`src/hw/rtl/hsc_pkg.sv`:
```
// Shared types, constants and arithmetic helpers for the heading steering controller.
package hsc_pkg;

  localparam int ATAN_ITERATIONS_DEF = 14;
  localparam int ATAN_ITERATIONS_MAX = 20;

  // CORDIC datapath widths: coordinates are differences scaled by 1024,
  // the angle accumulator is Q.20 radians.
  localparam int CW = 30;
  localparam int ZW = 25;

  typedef logic signed [CW-1:0] coord_t;
  typedef logic signed [ZW-1:0] angle_t;

  localparam angle_t HALF_PI_Q20 = 25'sd1647099;
  localparam angle_t Z_ROUND     = 25'sd128;

  localparam logic signed [16:0] PI_Q12     = 17'sd12868;
  localparam logic signed [16:0] TWO_PI_Q12 = 17'sd25736;

  localparam logic [14:0] PI_PLUS_ONE_Q12 = 15'd16964;
  // Magnitude limits below which the gain is applied again (0.2 and 0.05).
  localparam logic [14:0] BOOST1_LIMIT = 15'd820;
  localparam logic [15:0] BOOST2_LIMIT = 16'd205;

  typedef enum logic [1:0] {
    REG_TURN_THRESHOLD = 2'd0,
    REG_TURN_GAIN      = 2'd1,
    REG_CRUISE_SPEED   = 2'd2
  } cfg_reg_t;

  typedef struct packed {
    logic [13:0] turn_threshold;
    logic [12:0] turn_gain;
    logic [10:0] cruise_speed;
  } cfg_t;

  // Fields that ride along with the CORDIC stages.
  typedef struct packed {
    logic [1:0]         id;
    logic signed [14:0] head;
    logic               zero;
  } side_t;

  // Fields that ride along with the gain stages.
  typedef struct packed {
    logic [1:0]  id;
    logic [10:0] speed;
    logic        neg;
  } cmd_side_t;

  // Arctangent of 2^-i in Q.20 radians.
  function automatic angle_t atan_q20(input int i);
    angle_t r;
    unique case (i)
      0:       r = 25'sd823550;
      1:       r = 25'sd486170;
      2:       r = 25'sd256879;
      3:       r = 25'sd130396;
      4:       r = 25'sd65451;
      5:       r = 25'sd32757;
      6:       r = 25'sd16383;
      7:       r = 25'sd8192;
      8:       r = 25'sd4096;
      9:       r = 25'sd2048;
      10:      r = 25'sd1024;
      11:      r = 25'sd512;
      12:      r = 25'sd256;
      13:      r = 25'sd128;
      14:      r = 25'sd64;
      15:      r = 25'sd32;
      16:      r = 25'sd16;
      17:      r = 25'sd8;
      18:      r = 25'sd4;
      19:      r = 25'sd2;
      default: r = '0;
    endcase
    return r;
  endfunction

  // Magnitude times Q5.8 gain, rounded to nearest.
  function automatic logic [21:0] gain_mul(input logic [15:0] mag, input logic [12:0] gain);
    logic [29:0] prod;
    prod = 30'(mag) * 30'(gain) + 30'd128;
    return prod[29:8];
  endfunction

endpackage

```
`src/hw/rtl/hsc_cordic.sv`:
```
// Pipelined vectoring CORDIC that turns the robot-to-target offset into a Q.20 bearing.
module hsc_cordic
  import hsc_pkg::*;
#(
  parameter int ITER = ATAN_ITERATIONS_DEF
) (
  input  logic               clk,
  input  logic               rst,
  input  logic               in_valid,
  output logic               in_ready,
  input  logic [1:0]         robot_id,
  input  logic [15:0]        robot_x,
  input  logic [15:0]        robot_y,
  input  logic signed [14:0] robot_heading,
  input  logic [15:0]        target_x,
  input  logic [15:0]        target_y,
  output logic               out_valid,
  input  logic               out_ready,
  output angle_t             out_z,
  output side_t              out_side
);

  coord_t x [0:ITER];
  coord_t y [0:ITER];
  angle_t z [0:ITER];
  side_t  side [0:ITER];
  logic   v [0:ITER];
  logic   rdy [0:ITER+1];

  logic signed [16:0] dx, dy;
  coord_t px, py, sx, sy;
  angle_t sz;

  // The pre-rotation folds the left half plane onto the right one.
  always_comb begin
    dx = $signed({1'b0, target_x}) - $signed({1'b0, robot_x});
    dy = $signed({1'b0, target_y}) - $signed({1'b0, robot_y});
    px = {{(CW-27){dx[16]}}, dx, 10'b0};
    py = {{(CW-27){dy[16]}}, dy, 10'b0};
    sx = px;
    sy = py;
    sz = '0;
    if (px < 0) begin
      if (py >= 0) begin
        sx = py;
        sy = -px;
        sz = HALF_PI_Q20;
      end else begin
        sx = -py;
        sy = px;
        sz = -HALF_PI_Q20;
      end
    end
  end

  assign rdy[ITER+1] = out_ready;
  assign rdy[0]      = !v[0] || rdy[1];
  assign in_ready    = rdy[0];

  always_ff @(posedge clk) begin
    if (rst) begin
      v[0] <= 1'b0;
    end else if (rdy[0]) begin
      v[0] <= in_valid;
    end
  end

  always_ff @(posedge clk) begin
    if (rdy[0]) begin
      x[0]    <= sx;
      y[0]    <= sy;
      z[0]    <= sz;
      side[0] <= '{id: robot_id, head: robot_heading, zero: (dx == '0) && (dy == '0)};
    end
  end

  for (genvar k = 1; k <= ITER; k++) begin : g_iter
    localparam int I = k - 1;
    coord_t xs, ys, xn, yn;
    angle_t zn;

    always_comb begin
      xs = x[k-1] >>> I;
      ys = y[k-1] >>> I;
      if (y[k-1] > 0) begin
        xn = x[k-1] + ys;
        yn = y[k-1] - xs;
        zn = z[k-1] + atan_q20(I);
      end else begin
        xn = x[k-1] - ys;
        yn = y[k-1] + xs;
        zn = z[k-1] - atan_q20(I);
      end
    end

    assign rdy[k] = !v[k] || rdy[k+1];

    always_ff @(posedge clk) begin
      if (rst) begin
        v[k] <= 1'b0;
      end else if (rdy[k]) begin
        v[k] <= v[k-1];
      end
    end

    always_ff @(posedge clk) begin
      if (rdy[k]) begin
        x[k]    <= xn;
        y[k]    <= yn;
        z[k]    <= zn;
        side[k] <= side[k-1];
      end
    end
  end

  assign out_valid = v[ITER];
  assign out_z     = z[ITER];
  assign out_side  = side[ITER];

endmodule

```
`config.mk`:
```
export PLATFORM = sky130hd
export DESIGN_NAME = hsc_cordic
export DESIGN_NICKNAME = d
export VERILOG_FILES = /design/src/hw/rtl/hsc_pkg.sv /design/src/hw/rtl/hsc_cordic.sv
export SDC_FILE = /design/constraint.sdc
export NUM_CORES = 2
export LEC_CHECK = 0
export BUFFER_PORTS_ARGS = -buffer_cell sky130_fd_sc_hd__buf_2
export CAP_MARGIN = 20
export CORE_MARGIN = 4
export CORE_UTILIZATION = 52
export CTS_CLUSTER_DIAMETER = 100
export DETAILED_ROUTE_END_ITERATION = 6
export GPL_TIMING_DRIVEN = 0
export PLACE_DENSITY = 0.7
export SLEW_MARGIN = 20
export SYNTH_ARGS = -nofsm -noshare
export SYNTH_HDL_FRONTEND = slang
export SYNTH_SLANG_ARGS = --single-unit
```
`constraint.sdc`:
```
create_clock -name clk -period 8 [get_ports clk]
set_input_delay 1.6 -clock clk [delete_from_list [all_inputs] [get_ports clk]]
set_output_delay 1.6 -clock clk [all_outputs]
set_load 0.05 [all_outputs]
```
==> qor.yml <==
status:
  status: "finished clean"
detailed_routing:
  post-route-drc-count: 0
  post_drt_via_cell_ratio: 5.892
  antenna_violating_nets_post_route: 0
  firstDrtPassIters: 6
  post_drt_wl_per_cell_um: 19.71
  initialDrtViolationCount: 5443
  finalWirelength_mm: 242.0
  number_of_vias_in_the_routed_layout: 72330
setup_path:
  critPathMaxStageDelay_ps: 550
  crit-reg2reg-capture: "y[0][178]$_DFFE_PP_"
  worst_path_required_ps: 8490
  critical_path.slowest_cell: "sky130_fd_sc_hd__edfxtp_1"
  worstReg2RegStart: "y[0][128]$_DFFE_PP_"
  critical_setup_path_kind: "reg2reg"
  path_max_fanout: 14
  path_delay_family: "simple AND/OR/NAND/NOR gates"
  worst_setup_path_start_kind: "flop"
  r2r_setup_slack_ps: 330
  number_of_buffers_and_inverters_on_the_critical_path: 3
  rr_worst_depth: 26
  cp_most_frequent_cell: "sky130_fd_sc_hd__clkbuf_2"
  worstSetupEndpointType: "flop"
  worst_ep_arrival_time_ps: 8160
sta:
  fmaxAchievable_ghz: 0.1304
  worstMarginPinSlew_ps: 1130
  rsz0062_at_grt: "no"
  min_period_over_period_pct: 95.88
  setup_tns_ps: 0
  period_minus_slack_ps: 7671
  final-max-slew-violation-count: 0
  max-slew-margin-rel_pct: 24.66
  final.setup_skew_ps: 68.52
  timing.final.hold_violations: 0
  finalSetupViolations: 0
synthesis:
  synth_xor_xnor_area_share_pct: 11.46
  netlist.top_cell.by_area: "sky130_fd_sc_hd__edfxtp_1"
  synth_top_family_by_area: "compound AO/OA/AOI/OAI gates"
  synthDistinctLibCells: 103
  synth_compound_area_share_pct: 16.22
  postSynthCellCount: 9392
  synthAdderAreaFrac_pct: 13.45
  ys_seq_area_share_pct: 42.25
  syn-mean-instance-area_um2: 10.22
  netlist_top_cells_area: "sky130_fd_sc_hd__edfxtp_1 (42%), sky130_fd_sc_hd__ha_1 (13%), sky130_fd_sc_hd__xnor2_1 (7.8%)"
  netlist.area_leader.share_pct: 42.25
  synth_top_flop_cell: "sky130_fd_sc_hd__edfxtp_1"
  synth_nets: 10480
  synthArstFlopShare_pct: 0
  post_synth_mux_area_share_pct: 0.2765
  synthMostInstantiatedCell: "sky130_fd_sc_hd__edfxtp_1"
  ys_warn_count: 0
  synthSimpleGateAreaFrac_pct: 13.54
  synthTopCellsByCount: "sky130_fd_sc_hd__edfxtp_1 (1,350), sky130_fd_sc_hd__ha_1 (964), sky130_fd_sc_hd__xnor2_1 (855)"
  synth_enable_flop_cells: 1350
  syn_area_um2: 95950
  postSynthRegisterBits: 1350
floorplanning:
  fp.dieW_um: 437.6
  initial_util_pct: 52.35
  die_height_um: 437.6
  placementRows: 157
  fp.dieArea_um2: 191500
  top_level_ports: 130
  placeableCoreArea_um2: 183300
placed_design:
  io_buffer_count: 129
  gp_routability_congestion: 0.9502
  place.detailed.hpwl_mm: 192.0
  dp_cells: 12010
global_routing:
  initial_antenna_violation_count: 5
  track_usage_pct: 24.77
  via_count_of_the_first_global_routing_pass: 70220
  largest_net_degree_at_the_start_of_global_routing: 83
  gr-total-overflow: 0
  wire_length_of_the_first_global_routing_pass_mm: 381.8
cells_and_area:
  fin_util_pct: 57.48
  layout_cell_share_with_drive_strength_beyond_1_pct: 5.584
  n_fill_cell: 15630
  num-nets-final: 10790
  flow.area_growth_from_synthesis_pct: 9.787
  antenna_cells: 0
  instances_no_fill: 12280
worst_hold_path:
  min_delay_path_depth: 0
  hold-path-endpoint: "side[0][71]$_DFFE_PP_"
  hold_path_origin: "side[0][53]$_DFFE_PP_"
  hold_class: "reg2reg"
cts:
  cts_tree: "yes"
  post-cts-setup-buffer-count: 0
  clock_tree.htree_level_count: 4
  clk_path_buf_depth: 3
  tritoncts.num_buffers: 152
  clkSlewWorstSetupHoldPaths_ps: 60
  clkSinkCount: 1350
  clk-insertion-delay-late_ps: 810
  cts-root-buf: "sky130_fd_sc_hd__clkbuf_16"
run:
  max-cap-violations: 0
## cell type report
class | count | area (um2) | area share, %
Buffer | 160 | 793.3 | 0.7531
Clock buffer | 183 | 3941 | 3.742
Clock inverter | 87 | 1115 | 1.058
Inverter | 509 | 1944 | 1.846
Multi-Input combinational cell | 7373 | 52800 | 50.12
Sequential cell | 1350 | 40540 | 38.48
Tap cell | 2464 | 3083 | 2.927
Timing Repair Buffer | 151 | 1126 | 1.069
## metal layers
| metal | global-route usage, % | up-vias | part of all wire [%] |
|---|---|---|---|
| met1 | 33.56 | 34740 | 44 |
| met2 | 41.89 | 1839 | 47 |
| met4 | 6.778 | 0 | 2.6 |
| met5 | 0 | - | 0 |
| met3 | 3.201 | 379 | 5.5 |
| li1 | - | 35380 | - |
## sequential cells by signal, indices dropped and copies added, names as in the netlist
signal and count:
side 270, y 380, z 352, x 333, v 15
## kinds of logic (layout without fill, tap and decap cells)
kind of cell	after synthesis	in the layout
AO/OA/AOI/OAI	2449	2449
XOR/XNOR	1255	1255
adder cells (fa/ha/maj)	1006	1006
buffers and inverters	669	1090
flip-flops	1350	1350
multiplexers	26	26
AND/OR/NAND/NOR	2637	2637
## what timing repair did
| action | 4_1_cts | 5_1_grt |
|---|---|---|
| endpoints found under the setup margin | 1 | 7 |
| hold buffers | 0 | 0 |
| gates resized for setup | 2 | 5 |
## worst max path at each step
stage	slack, ps	end	from	cells after the start
after floorplan	390	in_ready	out_ready	8
after global placement	-1600	in_ready	out_ready	10
after detailed placement	30	y[0][178]$_DFFE_PP_	y[0][128]$_DFFE_PP_	24
after CTS	7	y[0][178]$_DFFE_PP_	y[0][128]$_DFFE_PP_	26
after global routing	80	y[0][178]$_DFFE_PP_	y[0][128]$_DFFE_PP_	26
final	330	y[0][178]$_DFFE_PP_	y[0][128]$_DFFE_PP_	26
## layout by cell type (no fill, tap or decap), types with 29 or more instances in the layout
| cell type | count |
|---|---|
| sky130_fd_sc_hd__o21a_1 | 117 |
| sky130_fd_sc_hd__nor2b_1 | 135 |
| sky130_fd_sc_hd__a21o_1 | 225 |
| sky130_fd_sc_hd__nor3_1 | 257 |
| sky130_fd_sc_hd__clkbuf_16 | 153 |
| sky130_fd_sc_hd__a31oi_1 | 90 |
| sky130_fd_sc_hd__edfxtp_1 | 1350 |
| sky130_fd_sc_hd__o21ai_0 | 352 |
| sky130_fd_sc_hd__inv_1 | 480 |
| sky130_fd_sc_hd__buf_4 | 43 |
| sky130_fd_sc_hd__nand2b_1 | 138 |
| sky130_fd_sc_hd__nor4_1 | 76 |
| sky130_fd_sc_hd__or3_1 | 117 |
| sky130_fd_sc_hd__nand3_1 | 156 |
| sky130_fd_sc_hd__nor2_1 | 752 |
| sky130_fd_sc_hd__nand2_1 | 598 |
| sky130_fd_sc_hd__ha_1 | 963 |
| sky130_fd_sc_hd__clkbuf_1 | 122 |
| sky130_fd_sc_hd__fa_1 | 42 |
| sky130_fd_sc_hd__or4_1 | 47 |
| sky130_fd_sc_hd__o21bai_1 | 100 |
| sky130_fd_sc_hd__xnor2_1 | 855 |
| sky130_fd_sc_hd__a21oi_1 | 714 |
| sky130_fd_sc_hd__xor2_1 | 399 |
| sky130_fd_sc_hd__o41ai_1 | 47 |
| sky130_fd_sc_hd__and3_1 | 75 |
| sky130_fd_sc_hd__o31ai_1 | 143 |
| sky130_fd_sc_hd__and2_1 | 64 |
| sky130_fd_sc_hd__o211ai_1 | 53 |
| sky130_fd_sc_hd__buf_2 | 138 |
| sky130_fd_sc_hd__nand3b_1 | 29 |
| sky130_fd_sc_hd__nand4_1 | 47 |
| sky130_fd_sc_hd__a211oi_1 | 86 |
| sky130_fd_sc_hd__o21ai_1 | 203 |
## stage by stage
step                      hold WS, ps  area [um2]  setup slack (ps)
final                           403.7      105300             329.4
after CTS                       397.9      105300             6.768
after detailed placement        404.5      100300             28.46
after global placement          400.3       99680             -1601
after global routing            407.0      105300             81.00
after floorplan                 400.3       95950             386.2
Power is left out: the tool's default activity adds up to more than one toggle a clock period on the data nets, which glitch-free logic cannot reach.
