==> src/hw/rtl/hsc_pkg.sv <==
// Shared types, constants and arithmetic helpers for the heading steering controller.
package hsc_pkg;

  localparam int ATAN_ITERATIONS_DEF = 14;
  localparam int ATAN_ITERATIONS_MAX = 20;

  // CORDIC datapath widths: coordinates are differences scaled by 1024,
  // the angle accumulator is Q.20 radians.
  localparam int CW = 30;
  localparam int ZW = 25;

  typedef logic signed [CW-1:0] coord_t;
  typedef logic signed [ZW-1:0] angle_t;

  localparam angle_t HALF_PI_Q20 = 25'sd1647099;
  localparam angle_t Z_ROUND     = 25'sd128;

  localparam logic signed [16:0] PI_Q12     = 17'sd12868;
  localparam logic signed [16:0] TWO_PI_Q12 = 17'sd25736;

  localparam logic [14:0] PI_PLUS_ONE_Q12 = 15'd16964;
  // Magnitude limits below which the gain is applied again (0.2 and 0.05).
  localparam logic [14:0] BOOST1_LIMIT = 15'd820;
  localparam logic [15:0] BOOST2_LIMIT = 16'd205;

  typedef enum logic [1:0] {
    REG_TURN_THRESHOLD = 2'd0,
    REG_TURN_GAIN      = 2'd1,
    REG_CRUISE_SPEED   = 2'd2
  } cfg_reg_t;

  typedef struct packed {
    logic [13:0] turn_threshold;
    logic [12:0] turn_gain;
    logic [10:0] cruise_speed;
  } cfg_t;

  // Fields that ride along with the CORDIC stages.
  typedef struct packed {
    logic [1:0]         id;
    logic signed [14:0] head;
    logic               zero;
  } side_t;

  // Fields that ride along with the gain stages.
  typedef struct packed {
    logic [1:0]  id;
    logic [10:0] speed;
    logic        neg;
  } cmd_side_t;

  // Arctangent of 2^-i in Q.20 radians.
  function automatic angle_t atan_q20(input int i);
    angle_t r;
    unique case (i)
      0:       r = 25'sd823550;
      1:       r = 25'sd486170;
      2:       r = 25'sd256879;
      3:       r = 25'sd130396;
      4:       r = 25'sd65451;
      5:       r = 25'sd32757;
      6:       r = 25'sd16383;
      7:       r = 25'sd8192;
      8:       r = 25'sd4096;
      9:       r = 25'sd2048;
      10:      r = 25'sd1024;
      11:      r = 25'sd512;
      12:      r = 25'sd256;
      13:      r = 25'sd128;
      14:      r = 25'sd64;
      15:      r = 25'sd32;
      16:      r = 25'sd16;
      17:      r = 25'sd8;
      18:      r = 25'sd4;
      19:      r = 25'sd2;
      default: r = '0;
    endcase
    return r;
  endfunction

  // Magnitude times Q5.8 gain, rounded to nearest.
  function automatic logic [21:0] gain_mul(input logic [15:0] mag, input logic [12:0] gain);
    logic [29:0] prod;
    prod = 30'(mag) * 30'(gain) + 30'd128;
    return prod[29:8];
  endfunction

endpackage

==> src/hw/rtl/hsc_gain.sv <==
// Gain, clamp and small-error boost stages; the last stage is the output register.
module hsc_gain
  import hsc_pkg::*;
(
  input  logic               clk,
  input  logic               rst,
  input  logic               in_valid,
  output logic               in_ready,
  input  logic [15:0]        in_mag,
  input  cmd_side_t          in_side,
  input  logic [12:0]        turn_gain,
  output logic               out_valid,
  input  logic               out_ready,
  output logic [1:0]         robot_tag,
  output logic [10:0]        linear_speed,
  output logic signed [15:0] angular_speed
);

  logic        v1, v2, v3;
  logic        rdy1, rdy2, rdy3;
  logic [14:0] mag1;
  logic [15:0] mag2;
  cmd_side_t   side1, side2;

  logic [21:0] p1, p2, p3;
  logic [14:0] mag1_next;
  logic [15:0] mag2_next, mag3;

  always_comb begin
    p1        = gain_mul(in_mag, turn_gain);
    mag1_next = (p1 > {7'b0, PI_PLUS_ONE_Q12}) ? PI_PLUS_ONE_Q12 : p1[14:0];
  end

  always_comb begin
    p2        = gain_mul({1'b0, mag1}, turn_gain);
    mag2_next = (mag1 < BOOST1_LIMIT) ? p2[15:0] : {1'b0, mag1};
  end

  always_comb begin
    p3   = gain_mul(mag2, turn_gain);
    mag3 = (mag2 < BOOST2_LIMIT) ? p3[15:0] : mag2;
  end

  assign rdy3     = !v3 || out_ready;
  assign rdy2     = !v2 || rdy3;
  assign rdy1     = !v1 || rdy2;
  assign in_ready = rdy1;

  always_ff @(posedge clk) begin
    if (rst) begin
      v1 <= 1'b0;
      v2 <= 1'b0;
      v3 <= 1'b0;
    end else begin
      if (rdy1) begin
        v1 <= in_valid;
      end
      if (rdy2) begin
        v2 <= v1;
      end
      if (rdy3) begin
        v3 <= v2;
      end
    end
  end

  always_ff @(posedge clk) begin
    if (rdy1) begin
      mag1  <= mag1_next;
      side1 <= in_side;
    end
    if (rdy2) begin
      mag2  <= mag2_next;
      side2 <= side1;
    end
    if (rdy3) begin
      robot_tag     <= side2.id;
      linear_speed  <= side2.speed;
      angular_speed <= side2.neg ? -$signed(mag3) : $signed(mag3);
    end
  end

  assign out_valid = v3;

endmodule

==> config.mk <==
export PLATFORM = sky130hd
export DESIGN_NAME = hsc_gain
export DESIGN_NICKNAME = d
export VERILOG_FILES = /design/src/hw/rtl/hsc_pkg.sv /design/src/hw/rtl/hsc_gain.sv
export SDC_FILE = /design/constraint.sdc
export NUM_CORES = 1
export LEC_CHECK = 0
export ABC_AREA = 1
export BUFFER_PORTS_ARGS = -buffer_cell sky130_fd_sc_hd__buf_2
export CAP_MARGIN = 20
export CORE_MARGIN = 2
export CORE_UTILIZATION = 45
export CTS_CLUSTER_SIZE = 16
export DETAILED_ROUTE_END_ITERATION = 6
export PLACE_DENSITY = 0.64
export SYNTH_ARGS = -nofsm -noshare
export SYNTH_HDL_FRONTEND = slang
export SYNTH_SLANG_ARGS = --single-unit
==> constraint.sdc <==
create_clock -name clk -period 6 [get_ports clk]
set_clock_uncertainty 0.1 [all_clocks]
set_input_delay 0.3 -clock clk [delete_from_list [all_inputs] [get_ports clk]]
set_output_delay 0.3 -clock clk [all_outputs]
set_load 0.05 [all_outputs]
==> results of run 1 <==
[worst paths after layout]
kind / from / end / cells after the start / slack, ns
worst min-delay path: in_side[4] / side1[4] / 1 / 0.01
worst min register to register: side2[13] / robot_tag[1] / 0 / 0.31
worst max-delay path: mag2[4] / angular_speed[10] / 26 / 0.01
worst max register to register: mag2[4] / angular_speed[10] / 26 / 0.01
[synth_stat cells (3+ instances only)]
cell type / number / area share, %
a21oi_1: 72 / 1.5
edfxtp_1: 88 / 11
o21ai_1: 8 / 0.17
nor4_1: 3 / 0.080
a31oi_1: 3 / 0.080
ha_1: 226 / 12
o21a_1: 5 / 0.16
a21oi_2: 3 / 0.11
dfxtp_1: 3 / 0.25
nor3_1: 7 / 0.15
or2_2: 5 / 0.13
nand3b_1: 16 / 0.51
o21bai_1: 9 / 0.29
nand3_1: 77 / 1.6
buf_6: 3 / 0.14
buf_1: 16 / 0.25
o211ai_1: 3 / 0.095
a21o_1: 6 / 0.19
o21ai_0: 34 / 0.72
inv_2: 4 / 0.064
nand2_1: 864 / 14
nor2_2: 15 / 0.40
clkbuf_1: 96 / 1.5
nor2_1: 82 / 1.3
a21boi_0: 4 / 0.13
nand3_2: 4 / 0.17
xor2_1: 26 / 0.97
nand2_2: 14 / 0.37
xnor2_1: 16 / 0.59
fa_1: 439 / 37
inv_1: 791 / 13
nand4_1: 13 / 0.34
[worst max-delay path, delay by kind of cell, from the launching register on]
| kind | cells | cell delay [ns] |
|---|---|---|
| xor gates and xnor gates | 1 | 0.12 |
| adders and majority gates | 7 | 3.00 |
| buffers and inverters | 8 | 0.90 |
| DFF | 1 | 0.48 |
| and+or+nand+nor | 10 | 1.14 |
[placed cells by master, fill, tap and decap left out, drive strengths merged]
cell,netlist,final
and2,1,1
fa,439,439
dfxtp,3,3
a21o,6,6
edfxtp,88,88
nand2,880,880
o211ai,3,3
inv,795,797
a211oi,1,1
nand4,13,13
nand3b,16,16
o21ai,43,43
o21a,5,5
xor2,28,28
nor3b,1,1
a221oi,1,1
buf,21,330
clkinv,2,6
a21boi,4,4
xnor2,16,16
nor2,97,97
nand3,81,81
clkbuf,96,9
ha,226,226
a21oi,75,75
or2,8,8
nor3,8,8
nor4,6,6
clkinvlp,0,1
o21bai,10,10
a31oi,3,3
dlygate4sd3,0,1
[stage by stage]
stage | area, µm² | worst slack [ns] | TNS (ns) | hold slack (ns)
3_3_place_gp | 26100 | -0.243 | -2.59 | 0.302
2_1_floorplan | 23600 | 0.00724 | 0 | 0.269
6_report | 27500 | 0.0131 | 0 | 0.0146
5_1_grt | 27500 | -0.168 | -1.17 | 0.0100
3_5_place_dp | 26100 | -0.284 | -3.07 | 0.305
4_1_cts | 26600 | 0.00539 | 0 | 0.00294
[timing repair]
action	in CTS	in global routing
hold buffers	0	1
gates resized for setup	17	142
hold endpoints to repair	0	1
endpoints found under the setup margin	7	37
pin swaps	8	56
buffers inserted	14	29
[kinds of logic (layout without fill, tap and decap cells)]
logic type,after synthesis,after routing,share of synthesized area [%]
XOR/XNOR,44,44,1.70
buffers and inverters,914,1144,14.7
AND/OR/NAND/NOR,1111,1111,19.3
AO/OA/AOI/OAI,151,151,3.62
flip-flops,91,91,11.5
adder cells (fa/ha/maj),665,665,49.2
[final cells by class]
cell class / count / area, µm²
clock inverters: 7 / 80.1
inverters: 797 / 2990
clock buffers: 9 / 225
fillers: 4839 / 24200
repair buffers: 331 / 2500
flip-flops and latches: 91 / 2700
multi-input cells: 1971 / 18100
well taps: 680 / 851
[sequential cells by signal (all words and copies together) (netlist names)]
name / cells
side2: 14
robot_tag: 2
out_valid: 1
linear_speed: 11
angular_speed: 16
mag1: 15
mag2: 16
side1: 14
v2: 1
v1: 1
[metal layers]
metal | track usage, % | share of wire (%) | vias up
met5 | 0 | 0.049 | -
met4 | 7.68 | 3.4 | 4
met3 | 3.55 | 6.4 | 126
met2 | 42.5 | 49 | 635
met1 | 29.6 | 41 | 9597
li1 | - | - | 9115
==> impl_metrics.ini, run 1 <==
[logic_synthesis]
synth-main-ff-cell = edfxtp_1
synth_area_um2 = 23600
synth.avg_cell_area_um2 = 7.93
seq_area_frac_synth_pct = 11.5
yosysWarningCount = 0
postSynthCellCount = 2976
synth-async-reset-ratio_pct = 0
synth_seq_cells = 91
ys_types = 48
synth_edf_count = 88
syn_nets = 3688

[global_route]
grt_use_total_pct = 23.8
grt_pass1_vias = 21100
grt_max_degree = 32
antenna_found_initial = 2
grt_pass1_wl_um = 103000
grt_overflow = 0

[finish]
fin_nets = 3913
synthToLayoutAreaGrowth_pct = 16.4
diodes = 0
drive_gt1_share_pct = 16.3
final_core_util_pct = 53.2
final_cells = 3886

[route]
drtIter0Drc = 1335
drt_pre_antenna_iters = 5
num_vias = 19500
drtAntennaViolNets = 0
drt-total-wl_um = 61800
route.detailed.drc = 0
viasPerCell = 5.01
wl_per_cell_um = 15.9

[placed_design]
gp_congestion = 0.916
portBuffers = 77
dp_hpwl_um = 51600
dp_cells = 3827

[timing]
finalCritPeriodShare_pct = 99.8
tightest_slew_ns = 0.633
hold_violations = 0
fmax_mhz = 167
rsz0062_at_grt = true
layout_min_cycle_time_ns = 5.99
setup_viol = 0
slew_violations = 0
slew_headroom_pct = 57.8

[worst_setup_path]
crit_required_ns = 6.02
cp.arrival_ns = 6.00
cpPeakStageDelay_ns = 0.51
cp_common_cell = fa_1
worstSetupPathType = register to register
critPathMaxFanout = 4
crit_path_start_kind = register
cp-end-kind = register
cpMaxStageDelayCell = fa_1

[clock_tree]
root_buffer = clkbuf_16
path_clk_slew_ns = 0.08
clk_latency_ns = 0.37
cts_buffer_depth = 2
cts_htree_levels = 3
clock-sinks = 91
cts_buffers = 9
cts_tree = yes

[min_path]
hp-class = primary input to register

[floorplanning]
die_width_um = 233
initial_core_util_pct = 45.7
coreArea_um2 = 51600
pin_count = 78
die_h_um = 233
row_count = 83
dieArea_um2 = 54300

[run]
maxCapViolations = 0

[run_status]
outcome = completed
Power of run 1 is left out: the tool's default activity adds up to more than one toggle a clock period on the data nets, which glitch-free logic cannot reach.
==> inputs of run 2 (changes only) <==
--- a/config.mk
+++ b/config.mk
@@ -12,7 +12,7 @@
 export CORE_UTILIZATION = 45
 export CTS_CLUSTER_SIZE = 16
 export DETAILED_ROUTE_END_ITERATION = 6
-export PLACE_DENSITY = 0.64
+export PLACE_DENSITY = 0.62
 export SYNTH_ARGS = -nofsm -noshare
 export SYNTH_HDL_FRONTEND = slang
 export SYNTH_SLANG_ARGS = --single-unit
==> constraint.sdc (replaced) <==
create_clock -name clk -period 5.54 [get_ports clk]
set_clock_uncertainty 0.1 [all_clocks]
set_input_delay 0.277 -clock clk [delete_from_list [all_inputs] [get_ports clk]]
set_output_delay 0.277 -clock clk [all_outputs]
set_load 0.05 [all_outputs]
==> run 2 against run 1 <==
The flow now finishes with violations (setup timing). Die area unchanged. Via count up 3.3%. Core utilization up 6.6 points. Cell count up 5.5%. Highest routed layer is now met4.
==> impl_metrics.ini, run 2 (synthesis results as in run 1) <==
[worst_setup_path]
crit_start = mag2[4]
cpMaxStageDelayCell = fa_1
crit_required_ns = 5.55
r2r-start = mag2[4]
cp-end-kind = register
worstSetupPathType = register to register
critPathMaxFanout = 5
rrSetupSlack_ns = -0.38
cp.arrival_ns = 5.92
cpPeakStageDelay_ns = 0.53
rr_endpoint = angular_speed[14]
worstSetupEndpoint = angular_speed[14]
crit_path_start_kind = register
cp_common_cell = fa_1
reg2reg_depth = 31

[run]
maxCapViolations = 0

[floorplanning]
initial_core_util_pct = 45.7
coreArea_um2 = 51600
pin_count = 78
dieArea_um2 = 54300
die_width_um = 233
row_count = 83
die_h_um = 233

[timing]
slew_headroom_pct = 35.1
setup_viol = 20
hold_violations = 0
rsz0062_at_grt = true
finalCritPeriodShare_pct = 107
tightest_slew_ns = 0.971
fmax_mhz = 169
fin_tns_setup_ns = -4.26
layout_min_cycle_time_ns = 5.92
hold_ws_ns = 0.0125
finalWorstSetupSlack_ns = -0.378
slew_violations = 0

[finish]
top_regs = angular_speed x16, mag2 x16, mag1 x15
stdcell_area_um2 = 30900
synthToLayoutAreaGrowth_pct = 30.8
final_common_cell = nand2_1
final_core_util_pct = 59.8
drive_gt1_share_pct = 27.1
final_cell_mix = nand2_1, inv_1, fa_1, buf_4, ha_1
fin_nets = 4127

[clock_tree]
cts_buffers = 9
cts_tree = yes
cts_buffer_depth = 2
path_clk_slew_ns = 0.07
clock-sinks = 91
clk_latency_ns = 0.35
root_buffer = clkbuf_16
cts_htree_levels = 3

[placed_design]
place_area_um2 = 27600
dp_hpwl_um = 52000
portBuffers = 77
gp_congestion = 0.893

[global_route]
grt_pass1_vias = 21700
grt_pass1_wl_um = 105000
grt_max_degree = 32
grt_use_total_pct = 24.1
antenna_found_initial = 1
grt_overflow = 0

[route]
drtIter0Drc = 1140
drtAntennaViolNets = 0
route.detailed.drc = 0
wl_per_cell_um = 15.8
num_vias = 20100
drt_pre_antenna_iters = 5
viasPerCell = 4.91
drt-total-wl_um = 64700

[run_status]
violations = setup timing
outcome = complete, but fails checks

[min_path]
hp-class = primary input to register
[run 2: layer usage]
metal  vias up  GRT usage [%]  part of all wire [%]
met5         -              0                     0
met4         0           6.27                   3.0
met3       117           1.62                   4.9
met2       599           43.5                    50
met1      9850           31.2                    42
li1       9560              -                     -
[run 2: repair_timing]
action	4_1_cts	5_1_grt
resized for setup	140	319
buffers inserted	37	47
setup endpoints to repair	40	44
pin swaps	43	157
cloned	0	7
endpoints found under the hold margin	5	3
hold buffers	5	3
[run 2: worst max-delay path: cells and delay by family (launching register included)]
family / cells / cell delay (ns)
adder cells (fa/ha/maj): 7 / 3.04
buffers and inverters: 8 / 0.64
flip-flops: 1 / 0.47
AND/OR/NAND/NOR: 16 / 1.43
[run 2: layout make-up]
cell class / count / area (µm²)
Timing Repair Buffer: 545 / 4580
Sequential cell: 91 / 2700
Fill cell: 4472 / 20700
Clock buffer: 9 / 225
Multi-Input combinational cell: 1971 / 19400
Inverter: 797 / 3000
Antenna cell: 1 / 2.50
Tap cell: 680 / 851
Clock inverter: 7 / 80.1
[run 2: metrics by stage]
step	cells	worst slack [ns]
floorplan	2976	-0.0184
global placement	3990	-0.645
detailed placement	3990	-0.625
CTS	4044	-0.339
global route	4101	-0.628
finish	4101	-0.378
[run 2: worst min path at each step]
stage | startpoint | end | slack (ns) | cells after the start
finish | in_side[0] | side1[0] | 0.01 | 1
global route | in_side[0] | side1[0] | 0.004 | 1
CTS | in_side[3] | side1[3] | 0.0002 | 1
detailed placement | side1[1] | side2[1] | 0.30 | 0
global placement | side2[2] | linear_speed[1] | 0.30 | 0
floorplan | rst | out_valid | 0.25 | 1
Power of run 2 is left out for the same reason.
