`src/hw/rtl/hsc_pkg.sv`:
```
// Shared types, constants and arithmetic helpers for the heading steering controller.
package hsc_pkg;

  localparam int ATAN_ITERATIONS_DEF = 14;
  localparam int ATAN_ITERATIONS_MAX = 20;

  // CORDIC datapath widths: coordinates are differences scaled by 1024,
  // the angle accumulator is Q.20 radians.
  localparam int CW = 30;
  localparam int ZW = 25;

  typedef logic signed [CW-1:0] coord_t;
  typedef logic signed [ZW-1:0] angle_t;

  localparam angle_t HALF_PI_Q20 = 25'sd1647099;
  localparam angle_t Z_ROUND     = 25'sd128;

  localparam logic signed [16:0] PI_Q12     = 17'sd12868;
  localparam logic signed [16:0] TWO_PI_Q12 = 17'sd25736;

  localparam logic [14:0] PI_PLUS_ONE_Q12 = 15'd16964;
  // Magnitude limits below which the gain is applied again (0.2 and 0.05).
  localparam logic [14:0] BOOST1_LIMIT = 15'd820;
  localparam logic [15:0] BOOST2_LIMIT = 16'd205;

  typedef enum logic [1:0] {
    REG_TURN_THRESHOLD = 2'd0,
    REG_TURN_GAIN      = 2'd1,
    REG_CRUISE_SPEED   = 2'd2
  } cfg_reg_t;

  typedef struct packed {
    logic [13:0] turn_threshold;
    logic [12:0] turn_gain;
    logic [10:0] cruise_speed;
  } cfg_t;

  // Fields that ride along with the CORDIC stages.
  typedef struct packed {
    logic [1:0]         id;
    logic signed [14:0] head;
    logic               zero;
  } side_t;

  // Fields that ride along with the gain stages.
  typedef struct packed {
    logic [1:0]  id;
    logic [10:0] speed;
    logic        neg;
  } cmd_side_t;

  // Arctangent of 2^-i in Q.20 radians.
  function automatic angle_t atan_q20(input int i);
    angle_t r;
    unique case (i)
      0:       r = 25'sd823550;
      1:       r = 25'sd486170;
      2:       r = 25'sd256879;
      3:       r = 25'sd130396;
      4:       r = 25'sd65451;
      5:       r = 25'sd32757;
      6:       r = 25'sd16383;
      7:       r = 25'sd8192;
      8:       r = 25'sd4096;
      9:       r = 25'sd2048;
      10:      r = 25'sd1024;
      11:      r = 25'sd512;
      12:      r = 25'sd256;
      13:      r = 25'sd128;
      14:      r = 25'sd64;
      15:      r = 25'sd32;
      16:      r = 25'sd16;
      17:      r = 25'sd8;
      18:      r = 25'sd4;
      19:      r = 25'sd2;
      default: r = '0;
    endcase
    return r;
  endfunction

  // Magnitude times Q5.8 gain, rounded to nearest.
  function automatic logic [21:0] gain_mul(input logic [15:0] mag, input logic [12:0] gain);
    logic [29:0] prod;
    prod = 30'(mag) * 30'(gain) + 30'd128;
    return prod[29:8];
  endfunction

endpackage

```
`src/hw/rtl/hsc_error.sv`:
```
// Bearing rounding and selection of the shorter heading error, plus the forward speed.
module hsc_error
  import hsc_pkg::*;
(
  input  logic        clk,
  input  logic        rst,
  input  logic        in_valid,
  output logic        in_ready,
  input  angle_t      in_z,
  input  side_t       in_side,
  input  logic [13:0] turn_threshold,
  input  logic [10:0] cruise_speed,
  output logic        out_valid,
  input  logic        out_ready,
  output logic [15:0] out_mag,
  output cmd_side_t   out_side
);

  // Round stage.
  logic               v_r, rdy_r;
  logic signed [14:0] brg;
  logic signed [14:0] head_r;
  logic [1:0]         id_r;

  // Candidate stage.
  logic               v_c, rdy_c;
  logic signed [16:0] m1, m2;
  logic [15:0]        a1, a2;
  logic [1:0]         id_c;

  // Select stage.
  logic               v_s, rdy_s;

  angle_t             zsum;
  logic signed [16:0] zr;
  logic signed [14:0] brg_next;
  logic signed [16:0] m1_next, m2_next;
  logic [15:0]        a1_next, a2_next;
  logic               take_raw;
  logic [15:0]        mag_next;
  logic               neg_next;

  always_comb begin
    zsum = in_z + Z_ROUND;
    zr   = 17'(zsum >>> 8);
    if (in_side.zero) begin
      brg_next = '0;
    end else if (zr > PI_Q12) begin
      brg_next = 15'(PI_Q12);
    end else if (zr < -PI_Q12) begin
      brg_next = 15'(-PI_Q12);
    end else begin
      brg_next = zr[14:0];
    end
  end

  always_comb begin
    m1_next = 17'(brg) - 17'(head_r);
    m2_next = (m1_next > 0) ? m1_next - TWO_PI_Q12 : m1_next + TWO_PI_Q12;
    a1_next = m1_next[16] ? 16'(-m1_next) : m1_next[15:0];
    a2_next = m2_next[16] ? 16'(-m2_next) : m2_next[15:0];
  end

  // On a tie the wrapped candidate wins.
  always_comb begin
    take_raw = a1 < a2;
    mag_next = take_raw ? a1 : a2;
    neg_next = take_raw ? m1[16] : m2[16];
  end

  assign rdy_s    = !v_s || out_ready;
  assign rdy_c    = !v_c || rdy_s;
  assign rdy_r    = !v_r || rdy_c;
  assign in_ready = rdy_r;

  always_ff @(posedge clk) begin
    if (rst) begin
      v_r <= 1'b0;
      v_c <= 1'b0;
      v_s <= 1'b0;
    end else begin
      if (rdy_r) begin
        v_r <= in_valid;
      end
      if (rdy_c) begin
        v_c <= v_r;
      end
      if (rdy_s) begin
        v_s <= v_c;
      end
    end
  end

  always_ff @(posedge clk) begin
    if (rdy_r) begin
      brg    <= brg_next;
      head_r <= in_side.head;
      id_r   <= in_side.id;
    end
    if (rdy_c) begin
      m1   <= m1_next;
      m2   <= m2_next;
      a1   <= a1_next;
      a2   <= a2_next;
      id_c <= id_r;
    end
    if (rdy_s) begin
      out_mag        <= mag_next;
      out_side.id    <= id_c;
      out_side.neg   <= neg_next;
      out_side.speed <= (mag_next < {2'b0, turn_threshold}) ? cruise_speed : '0;
    end
  end

  assign out_valid = v_s;

endmodule

```
`config.mk`:
```
export PLATFORM = sky130hd
export DESIGN_NAME = hsc_error
export DESIGN_NICKNAME = d
export VERILOG_FILES = /design/src/hw/rtl/hsc_pkg.sv /design/src/hw/rtl/hsc_error.sv
export SDC_FILE = /design/constraint.sdc
export NUM_CORES = 1
export LEC_CHECK = 0
export BUFFER_PORTS_ARGS = -buffer_cell sky130_fd_sc_hd__buf_2
export CORE_MARGIN = 10
export CORE_UTILIZATION = 59
export DETAILED_ROUTE_END_ITERATION = 8
export GPL_TIMING_DRIVEN = 0
export PLACE_DENSITY_LB_ADDON = 0.15
export SLEW_MARGIN = 0
export SYNTH_ARGS = -nofsm -noshare
export SYNTH_HDL_FRONTEND = slang
export SYNTH_SLANG_ARGS = --single-unit
```
`constraint.sdc`:
```
create_clock -name clk -period 6.7 [get_ports clk]
set_input_delay 0.67 -clock clk [delete_from_list [all_inputs] [get_ports clk]]
set_output_delay 0.67 -clock clk [all_outputs]
set_load 0.01 [all_outputs]
```
==> run metrics, run 1 <==
Initial DRC Count 299; Die Ht 131 um; Post-DRT Antenna Nets 0; peak supply drop 0.138 mV; drt drc 0; vias in the first global route 6005; setup TNS 0 ps; skew final 9.05 ps; combinational share of power 48.1%; Register-to-Register Path Depth 22; n_diodes 0; GRT overflow 0; Worst Hold Class reg -> reg; Max-Cap Viols 0; final hold violations 0; setup slack after layout 435 ps; crit path cell chain inv_1, ha_1, inv_1, fa_1, a21o_1, a21oi_1, xnor2_1, nor4b_4, nor4b_4, o2111ai_4, o21ai_4, buf_6, inv_1, ha_1, nand2_1, o31ai_1, o41a_1, buf_2, a21oi_1, o31ai_2, nand2_1, mux2_1; gp weighted congestion 0.871; initial antenna violation count 0; cts hold-fix bufs 0; largest family of logic cells by synthesized area compound AO/OA/AOI/OAI gates; adder-cell area share of the yosys netlist 9.34%; RSZ-0062 raised after global routing false; Pwr Density 352 mW/mm2; Internal 1.83 mW; WS Path Type reg -> reg; Via Count 5806; syn avg cell area 10.0 um2; Critical Path Source brg[0]; dpl hpwl 13400 um; layout cells sized above 1 18.7%; Synthesized Nets 855; Total Die Area 0.0172 mm2; Clock power frac 17.4%; drt first pass iters 5; Worst R2R Start brg[0]; Initial Util 60.6%; Yosys reg bits 100; CP endpoint kind flip-flop; first-pass GRT wire length 28000 um; clk buf depth 2; Ys Warns 0; Critical Path RT 6790 ps; Hold Startpoint id_r[0]; Worst Path Arrival 6360 ps; xor-xnor portion of the synthesized cell area 7.65%; final non-filler cell total 1003; Crit path top cell by count inv_1; post-route minimum period 6270 ps; Final Power 2.92 mW; max-slew violations 0; Cells after DPL 986; Hold Crit Depth 0; post-synthesis compound-gate area fraction 19.3%; Most used DFF post-synth edfxtp_1; row cnt 40; CP startpoint kind flip-flop; measured slew at the worst slew-check pin 1330 ps; Hold Worst Slack 424 ps; Setup Buffers After CTS 0; mux cell area share after synthesis 3.18%; Slew headroom 11.4%; # IOs 104; Leakage 3.58 nW; CTS Buf Count 9; asr flop ratio synth 0%; Sequential Power Share 34.6%; final setup fails 0; Psw 1.09 mW; Placed Instance Area 0.00797 mm2; fin util 68.7%; status complete, no violations; Tot GR Track Use 19.1%; commonest non-fill, non-tap cells in the layout edfxtp_1, buf_2, inv_1; I/O Buffers 89; routed length per instance 16.8 um; R2R Setup Slk 430 ps; post-route cell area 0.00829 mm2; nets 956; H-tree Lvls 3; Post-synth EDFFs 97; Sw Share 37.3%; Max Fclk 160 MHz; slowest stage delay, CP 570 ps; most common cell after layout, fill and taps aside edfxtp_1; period utilization 93.5%; Die W 131 um; Core Area 0.0121 mm2; Post-Synthesis Cells 729; Worst path slowest cell o31ai_2; Distinct cells, synth 83; Post-Synth Simple-Gate Area 14.7%; sequential share of the synthesized area 40.7%; Setup WS pre-CTS 439 ps; Routed WL 16900 um; Clock Latency Late Sink 350 ps; clk root buf clkbuf_16; via density per instance 5.79; Mapped Area 0.00731 mm2; CTS tree done; Area Growth Syn to Fin 13.4%; CTS sink cnt 100; Critical Path Fanout Max 12; pin count of the biggest net entering global routing 36; Clock Pin Slew Worst Setup and Hold Paths 70 ps
-- final timing paths --
kind                   to
setup reg to reg    a2[1]
setup / recovery    a2[1]
hold / removal    id_c[0]
hold reg to reg   id_c[0]
-- worst max-delay path: cells and delay by family (launching register included) --
family | cells | cell delay, ps
compound gates | 8 | 2190
simple gates | 4 | 1160
fa+ha+maj | 3 | 900
buf+inv | 5 | 650
flops | 1 | 380
mux | 1 | 380
xor+xnor | 1 | 310
-- cell type report --
class,count,area [um2]
Buffer,31,144
Clock buffer,10,229
Clock inverter,6,62.6
Fill cell,947,3770
Inverter,63,236
Multi-Input combinational cell,535,3960
Sequential cell,100,2970
Tap cell,168,210
Timing Repair Buffer,90,473
-- sequential cells by signal (all words and copies together) (netlist names) --
signal / count
v_r: 1
a2: 16
out_valid: 1
id_r: 2
brg: 15
a1: 15
m2: 1
v_c: 1
out_mag: 16
id_c: 2
m1: 1
out_side: 14
head_r: 15
-- power by group through the flow --
stage | Combinational (mW) | Clock, mW | Sequential (mW)
finish | 1.40 | 0.508 | 1.01
global route | 1.57 | 0.538 | 1.03
CTS | 1.41 | 0.515 | 1.01
detailed placement | 1.39 | 0 | 1.02
global placement | 1.34 | 0 | 1.01
floorplan | 1.00 | 0 | 1.04
-- timing repair --
action / in CTS / in global routing
endpoints found under the hold margin: 0 / 0
gates resized for setup: 0 / 1
endpoints found under the setup margin: 0 / 2
-- synthesized netlist by cell type, types with 5 or more instances --
| cell | n | share of area, % |
|---|---|---|
| a21o_1 | 22 | 2.3 |
| ha_1 | 53 | 9.1 |
| xor2_1 | 25 | 3.0 |
| mux2_2 | 17 | 2.6 |
| nand2_1 | 54 | 2.8 |
| edfxtp_1 | 97 | 40 |
| a211o_1 | 5 | 0.60 |
| nor3b_1 | 5 | 0.51 |
| nand4_1 | 6 | 0.51 |
| o31ai_1 | 5 | 0.51 |
| o21a_1 | 13 | 1.3 |
| nor2_1 | 53 | 2.7 |
| clkbuf_1 | 21 | 1.1 |
| a21oi_1 | 49 | 3.4 |
| nand2b_1 | 6 | 0.51 |
| nor4b_1 | 12 | 1.4 |
| nor3_1 | 13 | 0.89 |
| and3_1 | 6 | 0.51 |
| o21ai_0 | 20 | 1.4 |
| nor2b_1 | 9 | 0.77 |
| a211oi_1 | 7 | 0.72 |
| and2_1 | 8 | 0.68 |
| xnor2_1 | 37 | 4.4 |
| a31oi_1 | 7 | 0.60 |
| nand3_1 | 20 | 1.4 |
| o21ai_1 | 5 | 0.34 |
| inv_1 | 62 | 3.2 |
-- cell families after synthesis --
logic type	after synthesis
muxes	21
and+or+nand+nor	208
DFF	100
AOI/OAI and AO/OA	189
buffers and inverters	94
xor gates and xnor gates	63
adders and majority gates	54
-- metal layers --
layer | GRT usage (%) | up-vias | part of all wire (%)
met2 | 35.4 | 139 | 52
met4 | 5.38 | 0 | 1.4
met1 | 21.4 | 2777 | 43
met5 | 0 | - | 0
met3 | 4.15 | 14 | 4.2
li1 | - | 2876 | -
(Power assumes the default switching activity.)
==> run 2, diff against run 1 <==
--- a/config.mk
+++ b/config.mk
@@ -5,9 +5,11 @@
 export SDC_FILE = /design/constraint.sdc
 export NUM_CORES = 1
 export LEC_CHECK = 0
+export ABC_AREA = 1
 export BUFFER_PORTS_ARGS = -buffer_cell sky130_fd_sc_hd__buf_2
+export CORE_ASPECT_RATIO = 1.25
 export CORE_MARGIN = 10
-export CORE_UTILIZATION = 59
+export CORE_UTILIZATION = 58
 export DETAILED_ROUTE_END_ITERATION = 8
 export GPL_TIMING_DRIVEN = 0
 export PLACE_DENSITY_LB_ADDON = 0.15
==> run 2 against run 1 <==
Compared with the run above:
- clock skew is 2.0 ps higher
- non-clock buffer count is 16 lower
- final area is 2.2% lower
- utilization is 1.8 points lower
- cell count is 16% higher
- wire length is 18% lower
- worst setup slack better by 1200 ps
- synthesized cell count is 21% higher
- first-iteration DRC count is 23% lower
- critical path depth is 1 higher
==> run metrics, run 2 <==
post-route minimum period 5090 ps; R2R Setup Slk 1610 ps; multi-input logic area 0.00338 mm2; # IOs 104; R2R Path End out_side[8]; row cnt 45; most common cell after layout, fill and taps aside nand2_1; H-tree Lvls 3; Worst Hold Class reg -> reg; measured slew at the worst slew-check pin 1220 ps; max-slew violations 0; Via Count 5679; Post-DRT Antenna Nets 0; Worst Path Arrival 5300 ps; Post-synth EDFFs 97; drt first pass iters 5; Die W 119 um; layout cells sized above 1 16.7%; Clock Pin Slew Worst Setup and Hold Paths 80 ps; clk root buf clkbuf_16; Routed WL 13800 um; sequential share of the synthesized area 41.8%; Max Fclk 196 MHz; status complete, no violations; cts hold-fix bufs 0; Final Power 2.79 mW; Post-CTS Resized 0; Tot GR Track Use 16.4%; Ys Warns 0; Yosys top cell area share 41.0%; skew final 11.1 ps; CP endpoint kind flip-flop; asr flop ratio synth 0%; fillers 1058; n_diodes 0; CP startpoint kind flip-flop; commonest non-fill, non-tap cells in the layout nand2_1, inv_1, buf_2, edfxtp_1, nor2_1; Mapped Area 0.00711 mm2; setup slack after layout 1610 ps; Synthesized Nets 1010; clk buf depth 2; fin util 67.0%; peak supply drop 0.170 mV; worst setup path endpoint out_side[8]; syn avg cell area 8.04 um2; CTS sink cnt 100; Synth top cells by count nand2_1, inv_1, edfxtp_1, nor2_1, nand3_1; Setup Buffers After CTS 0; nets 1117; setup TNS 0 ps; first-pass GRT wire length 23300 um; final non-filler cell total 1160; Worst R2R Start a1[1]; routed length per instance 11.9 um; Cells after DPL 1144; WS Path Type reg -> reg; gp weighted congestion 0.918; Most used DFF post-synth edfxtp_1; Yosys reg bits 100; largest cells by area after synthesis edfxtp_1, nand2_1, inv_1; most used standard cell by instance count after synthesis nand2_1; CTS tree done; pin count of the biggest net entering global routing 37; Total Die Area 0.0171 mm2; via density per instance 4.90; vias in the first global route 5598; period utilization 76.0%; Leakage 4.21 nW; I/O Buffers 96; largest area contributor in the netlist edfxtp_1; RSZ-0062 raised after global routing false; Die Ht 144 um; Critical Path RT 6910 ps; Clock Latency Late Sink 350 ps; Register-to-Register Path Depth 23; final hold violations 0; Critical Path Fanout Max 10; Area Growth Syn to Fin 14.0%; Seq. cell area 0.00297 mm2; Max-Cap Viols 0; final setup fails 0; GRT overflow 0; Distinct cells, synth 50; Pwr Density 345 mW/mm2; dpl hpwl 11500 um; CTS Buf Count 9; Core Area 0.0121 mm2; Initial DRC Count 231; Slew headroom 18.1%; Critical Path Source a1[1]; Initial Util 58.7%; Post-Synthesis Cells 884; initial antenna violation count 0; drt drc 0; Setup WS pre-CTS 1560 ps; Regs by FF count a2: 16 flops, out_mag: 16 flops
run 2: cell type report:
| cell class | instances | area share, % |
|---|---|---|
| sequential | 100 | 36.7 |
| tap | 164 | 2.53 |
| timing repair buffer | 96 | 5.93 |
| multi-input combinational | 588 | 41.7 |
| buffer | 9 | 0.664 |
| clock inverter | 6 | 0.864 |
| clock buffer | 10 | 2.95 |
| inverter | 187 | 8.66 |
run 2: kinds of logic after synthesis:
kind of cell / after synthesis / share of synthesized area [%]
mux: 1 / 0.158
flops: 100 / 41.8
buf+inv: 196 / 10.6
compound gates: 99 / 8.01
fa+ha+maj: 54 / 9.61
simple gates: 397 / 25.1
xor+xnor: 37 / 4.66
run 2: how the worst min path moves through the flow:
stage,from,end,slack (ps),cells past startpoint
2_1_floorplan,id_r[0],id_c[0],400,0
3_3_place_gp,id_r[1],id_c[1],400,0
3_5_place_dp,id_c[0],out_side[12],410,0
4_1_cts,id_c[0],out_side[12],420,0
5_1_grt,id_r[0],id_c[0],430,0
6_report,id_c[0],out_side[12],420,0
run 2: critical path: stages, from the launching register on:
cell and delay (ps):
edfxtp_1 420, ha_1 310, o211ai_1 90, nand2_1 80, nand4_1 80, o211ai_1 110, a21oi_1 120, o311ai_0 590
clkbuf_1 490, clkbuf_1 450, nor2_1 80, a21oi_1 170, ha_1 250, a21boi_0 130, o211ai_1 180, a21boi_0 110
o21ai_0 180, a21oi_1 90, a211oi_1 220, o221ai_1 160, nand3_1 90, nand4_1 130, clkbuf_1 250, nor2_1 140
run 2: routing by layer:
metal / track usage, % / share of wire, % / vias up
met4: 6.83 / 1.9 / 0
li1: - / - / 3071
met2: 32.8 / 55 / 97
met3: 3.73 / 4.3 / 17
met5: 0 / 0 / -
met1: 15.3 / 39 / 2494
run 2: metrics by stage:
step	area, um2	hold slack, ps
after CTS	8110	421
after detailed placement	7800	407
final	8110	417
after global placement	7800	401
after global routing	8110	430
after floorplan	7110	400
run 2: power breakdown:
group / switching (mW) / internal (mW)
Clock: 0.243 / 0.273
Combinational: 0.806 / 0.481
Sequential: 0.0493 / 0.941
Total: 1.10 / 1.70
